--- config.mk ---
export PLATFORM = sky130hd
export DESIGN_NAME = token_bucket_packet_shaper_core
export DESIGN_NICKNAME = d
export VERILOG_FILES = /design/src/rtl/core/tbps_pkg.sv /design/src/rtl/core/tbps_ctrl.sv /design/src/rtl/core/tbps_dpath.sv /design/src/rtl/core/token_bucket_packet_shaper_core.sv
export SDC_FILE = /design/constraint.sdc
export NUM_CORES = 2
export LEC_CHECK = 0
export BUFFER_PORTS_ARGS = -buffer_cell sky130_fd_sc_hd__buf_2
export CORE_MARGIN = 4
export CORE_UTILIZATION = 57
export DETAILED_ROUTE_END_ITERATION = 8
export GPL_TIMING_DRIVEN = 0
export PLACE_DENSITY = 0.76
export REMOVE_ABC_BUFFERS = 1
export SYNTH_ARGS = -nofsm -noshare
export SYNTH_HDL_FRONTEND = slang
export SYNTH_SLANG_ARGS = --single-unit
export TNS_END_PERCENT = 5
--- constraint.sdc ---
create_clock -name clock -period 6.48 [get_ports clock]
set_clock_uncertainty 0.2 [all_clocks]
set_input_delay 1.296 -clock clock [delete_from_list [all_inputs] [get_ports clock]]
set_output_delay 1.296 -clock clock [all_outputs]
set_load 0.1 [all_outputs]
--- src/rtl/core/tbps_pkg.sv ---
// shared constants, codes and controller/datapath interface types of the packet shaper
package tbps_pkg;

   localparam int QUEUE_DEPTH = 32;
   localparam int PTR_W       = $clog2(QUEUE_DEPTH);
   localparam int CNT_W       = $clog2(QUEUE_DEPTH + 1);
   localparam int MAX_REL     = 32;
   localparam int REL_W       = $clog2(MAX_REL + 1);

   localparam int LEN_W    = 16;
   localparam int US_W     = 16;
   localparam int RATE_W   = 17;
   localparam int BUCKET_W = 23;
   localparam int TOK_W    = 32;
   localparam int KIND_W   = 2;
   localparam int PROD_W   = US_W + RATE_W;

   localparam int REQ_DATA_W = 32;
   localparam int RSP_DATA_W = LEN_W;
   localparam int CSR_IDX_W  = 2;
   localparam int CSR_DATA_W = BUCKET_W;

   localparam logic [RATE_W-1:0]   RESET_RATE   = RATE_W'(100);
   localparam logic [BUCKET_W-1:0] RESET_BUCKET = BUCKET_W'(64000);

   localparam logic [KIND_W-1:0] EV_ACCEPT  = 2'd0;
   localparam logic [KIND_W-1:0] EV_DROP    = 2'd1;
   localparam logic [KIND_W-1:0] EV_RELEASE = 2'd2;

   localparam logic [CSR_IDX_W-1:0] REG_RATE   = 2'd0;
   localparam logic [CSR_IDX_W-1:0] REG_BUCKET = 2'd1;

   typedef struct packed {
      logic load;
      logic enq;
      logic mul;
      logic add;
      logic rel;
      logic fin;
   } cmd_type;

   typedef struct packed {
      logic can_rel;
      logic pend_valid;
      logic out_free;
   } stat_type;

endpackage

--- src/rtl/core/tbps_ctrl.sv ---
// sequencing state machine of the packet shaper
module tbps_ctrl (
   input  logic              clock,
   input  logic              reset,
   input  logic              req_tvalid,
   input  logic              req_tick,
   output logic              req_tready,
   input  tbps_pkg::stat_type stat,
   output tbps_pkg::cmd_type  cmd
);
   import tbps_pkg::*;

   localparam logic [2:0] ST_IDLE = 3'd0;
   localparam logic [2:0] ST_ENQ  = 3'd1;
   localparam logic [2:0] ST_MUL  = 3'd2;
   localparam logic [2:0] ST_ADD  = 3'd3;
   localparam logic [2:0] ST_REL  = 3'd4;
   localparam logic [2:0] ST_FIN  = 3'd5;

   logic [2:0] state_ff, state_in;
   logic       slot_ok;

   assign slot_ok = !stat.pend_valid || stat.out_free;

   always_comb begin
      state_in   = state_ff;
      cmd        = '0;
      req_tready = 1'b0;
      unique case (state_ff)
         ST_IDLE: begin
            req_tready = 1'b1;
            if (req_tvalid) begin
               cmd.load = 1'b1;
               state_in = req_tick ? ST_MUL : ST_ENQ;
            end
         end
         ST_ENQ: begin
            if (stat.out_free) begin
               cmd.enq  = 1'b1;
               state_in = ST_IDLE;
            end
         end
         ST_MUL: begin
            cmd.mul  = 1'b1;
            state_in = ST_ADD;
         end
         ST_ADD: begin
            cmd.add  = 1'b1;
            state_in = ST_REL;
         end
         ST_REL: begin
            if (!stat.can_rel) begin
               state_in = ST_FIN;
            end else if (slot_ok) begin
               cmd.rel = 1'b1;
            end
         end
         ST_FIN: begin
            if (slot_ok) begin
               cmd.fin  = 1'b1;
               state_in = ST_IDLE;
            end
         end
         default: state_in = ST_IDLE;
      endcase
   end

   always_ff @(posedge clock) begin
      if (reset) begin
         state_ff <= ST_IDLE;
      end else begin
         state_ff <= state_in;
      end
   end

endmodule

--- src/rtl/core/tbps_dpath.sv ---
// token arithmetic, length queue, pending release and output register
module tbps_dpath (
   input  logic                                clock,
   input  logic                                reset,
   input  tbps_pkg::cmd_type                   cmd,
   output tbps_pkg::stat_type                  stat,
   input  logic [tbps_pkg::LEN_W-1:0]          req_len,
   input  logic [tbps_pkg::US_W-1:0]           req_us,
   input  logic                                csr_write,
   input  logic [tbps_pkg::CSR_IDX_W-1:0]      csr_index,
   input  logic [tbps_pkg::CSR_DATA_W-1:0]     csr_data,
   input  logic                                rsp_tready,
   output logic                                rsp_tvalid,
   output logic [tbps_pkg::KIND_W-1:0]         rsp_kind,
   output logic [tbps_pkg::LEN_W-1:0]          rsp_len,
   output logic                                rsp_tlast
);
   import tbps_pkg::*;

   localparam int SUM_W = CNT_W + 1;

   logic [RATE_W-1:0]   rate_ff;
   logic [BUCKET_W-1:0] bucket_ff;
   logic [TOK_W-1:0]    tokens_ff, tokens_in;
   logic [PTR_W-1:0]    head_ff, head_in;
   logic [CNT_W-1:0]    count_ff, count_in;
   logic [REL_W-1:0]    nrel_ff, nrel_in;
   logic [LEN_W-1:0]    len_ff;
   logic [US_W-1:0]     us_ff;
   logic [PROD_W-1:0]   prod_ff;
   logic [LEN_W-1:0]    fifo_mem [QUEUE_DEPTH];

   logic                pend_ff, pend_in;
   logic [LEN_W-1:0]    pend_len_ff;
   logic                out_valid_ff, out_valid_in;
   logic [KIND_W-1:0]   out_kind_ff;
   logic [LEN_W-1:0]    out_len_ff;
   logic                out_last_ff;

   logic [LEN_W-1:0]    head_len;
   logic [SUM_W-1:0]    tail_sum;
   logic [PTR_W-1:0]    tail;
   logic                full;
   logic [TOK_W:0]      tok_sum;
   logic                load_out;

   assign head_len = fifo_mem[head_ff];
   assign full     = (count_ff == CNT_W'(QUEUE_DEPTH));
   assign tail_sum = SUM_W'(head_ff) + SUM_W'(count_ff);
   assign tail     = (tail_sum >= SUM_W'(QUEUE_DEPTH)) ?
                     PTR_W'(tail_sum - SUM_W'(QUEUE_DEPTH)) : PTR_W'(tail_sum);
   assign tok_sum  = {1'b0, tokens_ff} + (TOK_W + 1)'(prod_ff[PROD_W-1:3]);

   assign stat.out_free   = !out_valid_ff || rsp_tready;
   assign stat.pend_valid = pend_ff;
   assign stat.can_rel    = (count_ff != '0) && (nrel_ff != REL_W'(MAX_REL)) &&
                            (TOK_W'(head_len) <= tokens_ff);

   assign load_out = cmd.enq || ((cmd.rel || cmd.fin) && pend_ff);

   always_comb begin
      tokens_in = tokens_ff;
      head_in   = head_ff;
      count_in  = count_ff;
      nrel_in   = nrel_ff;
      pend_in   = pend_ff;
      if (cmd.enq && !full) begin
         count_in = count_ff + 1'b1;
      end
      if (cmd.add) begin
         tokens_in = tok_sum[TOK_W] ? '1 : tok_sum[TOK_W-1:0];
         nrel_in   = '0;
      end
      if (cmd.rel) begin
         tokens_in = tokens_ff - TOK_W'(head_len);
         head_in   = (head_ff == PTR_W'(QUEUE_DEPTH - 1)) ? '0 : head_ff + 1'b1;
         count_in  = count_ff - 1'b1;
         nrel_in   = nrel_ff + 1'b1;
         pend_in   = 1'b1;
      end
      if (cmd.fin) begin
         pend_in = 1'b0;
         // cap only once the queue has drained
         if (count_ff == '0 && tokens_ff >= TOK_W'(bucket_ff)) begin
            tokens_in = TOK_W'(bucket_ff);
         end
      end
      out_valid_in = load_out ? 1'b1 : (rsp_tready ? 1'b0 : out_valid_ff);
   end

   always_ff @(posedge clock) begin
      if (reset) begin
         rate_ff      <= RESET_RATE;
         bucket_ff    <= RESET_BUCKET;
         tokens_ff    <= TOK_W'(RESET_BUCKET);
         head_ff      <= '0;
         count_ff     <= '0;
         nrel_ff      <= '0;
         pend_ff      <= 1'b0;
         out_valid_ff <= 1'b0;
      end else begin
         if (csr_write && csr_index == REG_RATE) begin
            rate_ff <= csr_data[RATE_W-1:0];
         end
         if (csr_write && csr_index == REG_BUCKET) begin
            bucket_ff <= csr_data;
         end
         tokens_ff    <= tokens_in;
         head_ff      <= head_in;
         count_ff     <= count_in;
         nrel_ff      <= nrel_in;
         pend_ff      <= pend_in;
         out_valid_ff <= out_valid_in;
      end
   end

   always_ff @(posedge clock) begin
      if (cmd.load) begin
         len_ff <= req_len;
         us_ff  <= req_us;
      end
      if (cmd.mul) begin
         prod_ff <= PROD_W'(us_ff) * PROD_W'(rate_ff);
      end
      if (cmd.enq && !full) begin
         fifo_mem[tail] <= len_ff;
      end
      if (cmd.rel) begin
         pend_len_ff <= head_len;
      end
      if (cmd.enq) begin
         out_kind_ff <= full ? EV_DROP : EV_ACCEPT;
         out_len_ff  <= '0;
         out_last_ff <= 1'b1;
      end else if (load_out) begin
         out_kind_ff <= EV_RELEASE;
         out_len_ff  <= pend_len_ff;
         out_last_ff <= cmd.fin;
      end
   end

   assign rsp_tvalid = out_valid_ff;
   assign rsp_kind   = out_kind_ff;
   assign rsp_len    = out_len_ff;
   assign rsp_tlast  = out_last_ff;

endmodule

--- src/rtl/core/token_bucket_packet_shaper_core.sv ---
// top level of the token-bucket packet shaper: state machine, datapath and checks
//
//  channel | direction | transfer when          | contents
//  --------+-----------+------------------------+---------------------------------------
//  req     | in        | req_tvalid & req_tready | tuser action, tdata length / elapsed
//  rsp     | out       | rsp_tvalid & rsp_tready | tuser kind, tdata length, tlast final event
//  csr     | in        | csr_valid & csr_ready   | register index and write data
//
//  an enqueue is accepted, then writes the queue and its event into the output register once free
//  a tick runs multiply, saturating add, then one release per cycle through the head-length
//  compare while the pending or output slot is free, then a closing step for the cap
//  releases are held one deep so the final one can be marked with tlast
//  reset is synchronous; the queue contents are not cleared, only its pointers
//  a stalled rsp side holds the release loop once both output and pending slots are full
module token_bucket_packet_shaper_core (
   input  logic                                clock,
   input  logic                                reset,
   input  logic                                req_tvalid,
   output logic                                req_tready,
   input  logic [tbps_pkg::REQ_DATA_W-1:0]     req_tdata,  // packet_length, elapsed_us
   input  logic                                req_tuser,  // action
   output logic                                rsp_tvalid,
   input  logic                                rsp_tready,
   output logic [tbps_pkg::RSP_DATA_W-1:0]     rsp_tdata,  // released_length
   output logic [tbps_pkg::KIND_W-1:0]         rsp_tuser,  // event_kind
   output logic                                rsp_tlast,
   input  logic                                csr_valid,
   output logic                                csr_ready,
   input  logic [tbps_pkg::CSR_IDX_W-1:0]      csr_index,
   input  logic [tbps_pkg::CSR_DATA_W-1:0]     csr_data
);
   import tbps_pkg::*;

   cmd_type           cmd;
   stat_type          stat;

   // configuration is always taken
   assign csr_ready = 1'b1;

   tbps_ctrl u_ctrl (
      .clock      (clock),
      .reset      (reset),
      .req_tvalid (req_tvalid),
      .req_tick   (req_tuser),
      .req_tready (req_tready),
      .stat       (stat),
      .cmd        (cmd)
   );

   tbps_dpath u_dpath (
      .clock      (clock),
      .reset      (reset),
      .cmd        (cmd),
      .stat       (stat),
      .req_len    (req_tdata[LEN_W-1:0]),
      .req_us     (req_tdata[LEN_W+US_W-1:LEN_W]),
      .csr_write  (csr_valid && csr_ready),
      .csr_index  (csr_index),
      .csr_data   (csr_data),
      .rsp_tready (rsp_tready),
      .rsp_tvalid (rsp_tvalid),
      .rsp_kind   (rsp_tuser),
      .rsp_len    (rsp_tdata),
      .rsp_tlast  (rsp_tlast)
   );

   // no event code beyond release ever leaves
   a_kind_legal: assert property (@(posedge clock) disable iff (reset)
      rsp_tvalid |-> (rsp_tuser == EV_ACCEPT || rsp_tuser == EV_DROP || rsp_tuser == EV_RELEASE))
      else $error("illegal event kind");

   // accept and drop events carry no length and close their item
   a_enq_event: assert property (@(posedge clock) disable iff (reset)
      (rsp_tvalid && rsp_tuser != EV_RELEASE) |-> (rsp_tdata == '0 && rsp_tlast))
      else $error("enqueue event malformed");

   // a held release never outlives its tick
   a_no_pend_idle: assert property (@(posedge clock) disable iff (reset)
      req_tready |-> !stat.pend_valid)
      else $error("pending release while idle");

   // the datapath is only commanded one operation at a time
   a_one_cmd: assert property (@(posedge clock) disable iff (reset)
      $onehot0({cmd.load, cmd.enq, cmd.mul, cmd.add, cmd.rel, cmd.fin}))
      else $error("overlapping commands");

endmodule
Word level (Yosys, flattened, before mapping)
Memory sizes are Yosys's and may differ from the RTL's. A register that Yosys moved wholly into a read port is not among the register bits.
Index checks and enable logic that the tools add are counted.
{"block": "totals", "reg_bits": 194, "mem_bits_rw": 512, "input_bits": 63, "output_inout_bits": 22, "mem_count": 1}
{"block": "op_classes", "add_sub_neg": 8, "n_mul": 1, "order_cmp": 3, "n_eq_ne": 13, "muxes": 37, "n_reduce_logical": 24}
{"memory": "u_dpath.fifo_mem", "depth": 32, "word_bits": 16, "read_ports": 1, "rd_ports_with_merged_regs": 1, "wr": 1, "line": "tbps_dpath.sv:31", "source": "logic [LEN_W-1:0] fifo_mem [QUEUE_DEPTH];"}
{"operator": "$mux W32", "n": 5}
{"operator": "$add A32 B30 Y33", "n": 1}
{"operator": "$mul A16 B17 Y33", "n": 1}
{"operator": "$ge A32 B23 Y1", "n": 1}
{"operator": "$le A16 B32 Y1", "n": 1}
{"operator": "$sub A32 B16 Y32", "n": 1}
{"operator": "$mux W6", "n": 4}
{"operator": "$mux W5", "n": 4}
{"operator": "$pmux W3 S6", "n": 1}
{"operator": "$mux W1", "n": 16}
{"operator": "$add A6 B1 Y6 const B", "n": 2}
{"operator": "$mux W3", "n": 4}
{"operator": "$reduce_bool A2 Y1", "n": 4}
{"operator": "$add A5 B6 Y7", "n": 1}
{"operator": "$ge A7 B6 Y1 const B", "n": 1}
{"operator": "$logic_and A1 B1 Y1", "n": 7}
{"operator": "$eq A3 B2 Y1 const B", "n": 2}
{"operator": "$eq A3 B3 Y1 const B", "n": 2}
{"operator": "$eq A6 B6 Y1 const B", "n": 1}
{"operator": "$logic_not A6 Y1", "n": 1}
{"operator": "$mux W2", "n": 3}
{"operator": "$ne A6 B6 Y1 const B", "n": 1}
{"operator": "$reduce_bool A6 Y1", "n": 1}
{"operator": "$sub A6 B1 Y6 const B", "n": 1}
{"operator": "13 further kinds", "n": 20}

Longest topological paths before layout
{"block": "logic_depth", "word_depth": 11, "ltp_mapped": 24, "ltp_nobuf": 23}

Hierarchy
Synthesis repeated with hierarchy kept, for this count alone.
{"block": "hier_totals", "hier_cells": 2929, "hier_area_um2": 39082.5}
{"mod": "tbps_dpath", "instances": 1, "cells_per_inst": 2899, "area_per_inst_um2": 38832.2, "seq_area_each_um2": 20039.2}
{"mod": "tbps_ctrl", "instances": 1, "cells_per_inst": 28, "area_per_inst_um2": 239.0, "seq_area_each_um2": 60.1}
{"mod": "token_bucket_packet_shaper_core", "instances": 1, "cells_per_inst": 2, "area_per_inst_um2": 11.3, "seq_area_each_um2": 0.0}

Least setup slack after synthesis
No wires, ideal clock.
{"block": "synth_path", "path_type": "register -> register", "from": "reg u_dpath.us_ff[7]", "to": "reg u_dpath.prod_ff[28] (data pin)", "setup_time_ns": 0.263, "arrival_ns": 6.069, "t_required_ns": 6.017, "setup_slack_ns": -0.051, "path_stages_with_launch": 25, "path_buffers": 2, "period_less_slack_ns": 6.531, "cell_sequence": "edfxtp_1 > clkbuf_1 > clkbuf_1 > nand2_1 > fa_1 > inv_1 > fa_1 > inv_1 > fa_1 > inv_1 > fa_1 > fa_1 > inv_1 > fa_1 > inv_1 > ha_1 > o21a_1 > a221oi_1 > a21boi_1 > o21ba_2 > o21ai_1 > and2_1 > a41o_1 > o41ai_2 > xnor2_1"}
{"block": "synth_between", "elab_chain_len": 1}
{"element": "start, declared", "line": "tbps_dpath.sv:29", "source": "logic [US_W-1:0] us_ff;"}
{"element": "start signal, assigned", "line": "tbps_dpath.sv:120", "source": "us_ff <= req_us;"}
{"element": "$mul A16 B17 Y33", "line": "tbps_dpath.sv:123", "source": "prod_ff <= PROD_W'(us_ff) * PROD_W'(rate_ff);"}
{"element": "end signal, assigned", "line": "tbps_dpath.sv:123"}
{"element": "end, declared", "line": "tbps_dpath.sv:30", "source": "logic [PROD_W-1:0] prod_ff;"}
No other way between the ends.
A chain may end at the register's enable or synchronous reset.

Worst setup path in the final report
{"block": "layout_path", "from": "reg u_dpath.us_ff[5]", "to": "reg u_dpath.prod_ff[28] (data pin)"}
The elaborated chain is that of the path after synthesis.

==> metrics <==
crit start category=flip-flop; Die Ht=269.6 um; fin. max-slew vios=0; Hold Violations, Final=0; P_leak=16.44 nW; PD cells=408.6 mW/mm2; number of synthesized register bits=708; GR Util All Layers=0.2809; cell area after synthesis=0.03902 mm2; MaxCap Viol Count=0; via/cell ratio=6.266; max_slew headroom=0.1252; largest net degree at the start of global routing=84; Die ar.=0.07271 mm2; WP data required=6.62 ns; CTS buffer count=71; Final Critical Period=6.531 ns; CTS tree=done; number of global-route vias before repair=26,400; Post-Route M1 WL=36,810 um; Crit Path Category=reg2reg; failing checks=setup timing; Buffers on Ports=83; CP arrival=6.67 ns; Worst-Skew Late Latency=0.62 ns; Synth Warn #=0; Met3 Routed Length=7234 um; count of different cell masters after synthesis=89; RSZ-0062 raised after global routing=true; max frequency=0.1531 GHz; Clock Path Buffers=3; DRC=0; Max FO, Critical Path=8; Area after DPL=0.04094 mm2; Final setup viols=2; Crit. End Element=flip-flop; Setup WS post-layout=-0.05140 ns; GR Overflow Total=0; asr flop ratio synth=0; via count=25,060; routed wire length=102,100 um; clock sink count=708; routability cong.=0.9174; sequential-to-total area share from yosys stat=0.5151; CTS Hold Bufs=0; Slew @ Worst Pin=1.310 ns; initial DRC count=2,492; first-pass GRT wire length=156,500 um; Hold Path Class=reg2reg; Core Util, Final=0.6531; Avg Cell Area, Syn=13.29 um2; WL per Instance=25.54 um; main flop type after synthesis=edfxtp_1; Routed Antenna Nets=0; Post-synth EDFFs=592; I/O pins=85; number of detailed-route iterations in the first pass=6; post-route cell area=0.04410 mm2; top layer in use=met5; status=finished with violations; period utilisation layout=1.008; H-tree levels=3; die extent in x=269.6 um; clk slew on worst S/H paths=0.06 ns; Area Overhead vs Synth=13.01%; Mapped Cells=2,937; Initial Util=0.5780; # rows=95; peak supply drop=498.1 uV; core area=0.06751 mm2; total power=18.02 mW; share of layout cells above drive strength 1=0.1885; Layout Nets=3,531; Post-DP HPWL=67,650 um; Root Driver=clkbuf_16; Met2 Wirelength=52,360 um; antenna violations before repair=2
==> final timing paths <==
kind	cells past startpoint	start	endpoint	slack, ns
setup / recovery	22	u_dpath.us_ff[5]	u_dpath.prod_ff[28]	-0.05
hold / removal	2	u_dpath.bucket_ff[10]	u_dpath.bucket_ff[10]	0.26
setup reg to reg	22	u_dpath.us_ff[5]	u_dpath.prod_ff[28]	-0.05
hold reg to reg	2	u_dpath.bucket_ff[10]	u_dpath.bucket_ff[10]	0.26
==> per-layer routing <==
metal / up-vias / GRT usage
met5: - / 0
met4: 2 / 0.1434
met3: 304 / 0.04036
met2: 1172 / 0.4883
met1: 12720 / 0.3454
li1: 10860 / -
==> kinds of logic after synthesis <==
| group | after synthesis | share of synthesized area |
|---|---|---|
| muxes | 186 | 0.09911 |
| buffers and inverters | 416 | 0.04098 |
| xor gates and xnor gates | 74 | 0.01661 |
| adders and majority gates | 396 | 0.1678 |
| DFF | 708 | 0.5151 |
| and+or+nand+nor | 745 | 0.09119 |
| other | 1 | 0.00009610 |
| AOI/OAI and AO/OA | 411 | 0.06916 |
==> worst max-delay path, stage by stage (launching register included) <==
cell      delay [ns]
edfxtp_1        0.38
buf_6           0.16
and2_1          0.18
fa_1            0.52
inv_1           0.05
fa_1            0.48
inv_1           0.05
fa_1            0.52
fa_1            0.46
fa_1            0.58
inv_2           0.04
fa_1            0.53
inv_2           0.05
ha_4            0.26
o21a_1          0.20
a221oi_2        0.26
a21boi_4        0.25
o21ba_4         0.17
o21ai_2         0.06
and2_4          0.17
a41o_1          0.22
o41ai_4         0.28
xnor2_2         0.17
==> cells in the final DEF, fill, tap and decap left out, types with 10 or more instances in the layout <==
master	synthesis	final
nor2_1	127	94
o21bai_1	11	11
o21ai_0	55	52
nand4_1	12	12
buf_16	0	11
ha_1	184	176
dfxtp_4	0	16
nand2b_1	15	15
a21oi_1	157	153
nand2_1	322	319
clkinv_1	0	10
a21o_1	25	25
o21a_1	17	17
a31oi_1	15	15
buf_2	6	82
o221ai_1	11	11
a221oi_1	15	14
mux4_2	160	160
edfxtp_1	592	592
clkbuf_16	0	77
nor3_1	28	25
dfxtp_1	116	95
a211oi_1	23	22
clkbuf_1	101	13
clkinv_2	0	12
mux2i_1	23	22
buf_4	2	55
nor2_2	1	34
fa_1	212	208
inv_1	287	282
nor2b_1	10	10
xnor2_1	51	45
nand3b_1	10	10
buf_8	0	30
and2_1	138	131
xor2_1	23	23
o211ai_1	13	13
nand3_1	27	27
==> state kept, by name, summed over array words and instances (netlist names), 5 cells and up, named ones only <==
register and count:
u_dpath.len_ff 16, u_dpath.fifo_mem 512, u_dpath.bucket_ff 23, u_dpath.rsp_len 16, u_dpath.us_ff 16, u_dpath.rate_ff 17
u_dpath.count_ff 6, u_dpath.head_ff 5, u_dpath.prod_ff 30, u_dpath.tokens_ff 32, u_dpath.nrel_ff 6, u_dpath.pend_len_ff 16
==> through the flow <==
stage                     hold slack, ns  TNS (ns)  std cells  setup WS [ns]
after floorplan                   0.2303   -319.14       2809         -4.333
final                             0.2551  -0.06929       3999       -0.05140
after CTS                         0.2577   -0.2603       3982        -0.1499
after detailed placement          0.2495    -40.42       3810         -1.396
after global placement            0.2461   -679.01       3765         -7.791
after global routing              0.2800    -1.302       3998        -0.2848
==> power breakdown <==
group | switching (mW) | internal (mW) | total, mW
sequential | 0.496 | 5.67 | 6.16
combinational | 4.48 | 3.29 | 7.77
clock | 1.75 | 2.33 | 4.08
==> cell usage after synthesis, types with 17 or more instances <==
cell / count / share of area
edfxtp_1: 592 / 0.46
nand2_1: 322 / 0.031
inv_1: 287 / 0.028
fa_1: 212 / 0.11
ha_1: 184 / 0.059
mux4_2: 160 / 0.092
a21oi_1: 157 / 0.020
and2_1: 138 / 0.022
nor2_1: 127 / 0.012
dfxtp_1: 116 / 0.060
clkbuf_1: 101 / 0.0097
o21ai_0: 55 / 0.0071
xnor2_1: 51 / 0.011
nor3_1: 28 / 0.0036
nand3_1: 27 / 0.0035
a21o_1: 25 / 0.0048
a211oi_1: 23 / 0.0044
mux2i_1: 23 / 0.0059
xor2_1: 23 / 0.0052
o21a_1: 17 / 0.0033
==> final cells by class <==
class                           count  area [um2]
Antenna cell                        1       2.502
Clock buffer                       90        1976
Clock inverter                     36       311.5
Fill cell                        4619       23420
Inverter                          288        1097
Multi-Input combinational cell   1814       17720
Sequential cell                   708       20170
Tap cell                          873        1092
Timing Repair Buffer              188        1724
Timing Repair inverter              1       8.758
==> what timing repair did <==
action	CTS	global route
gates cloned	2	0
setup buffers	44	16
gates resized for setup	61	37
endpoints found under the setup margin	90	11
pin swaps	8	30
(Power assumes the default switching activity.)
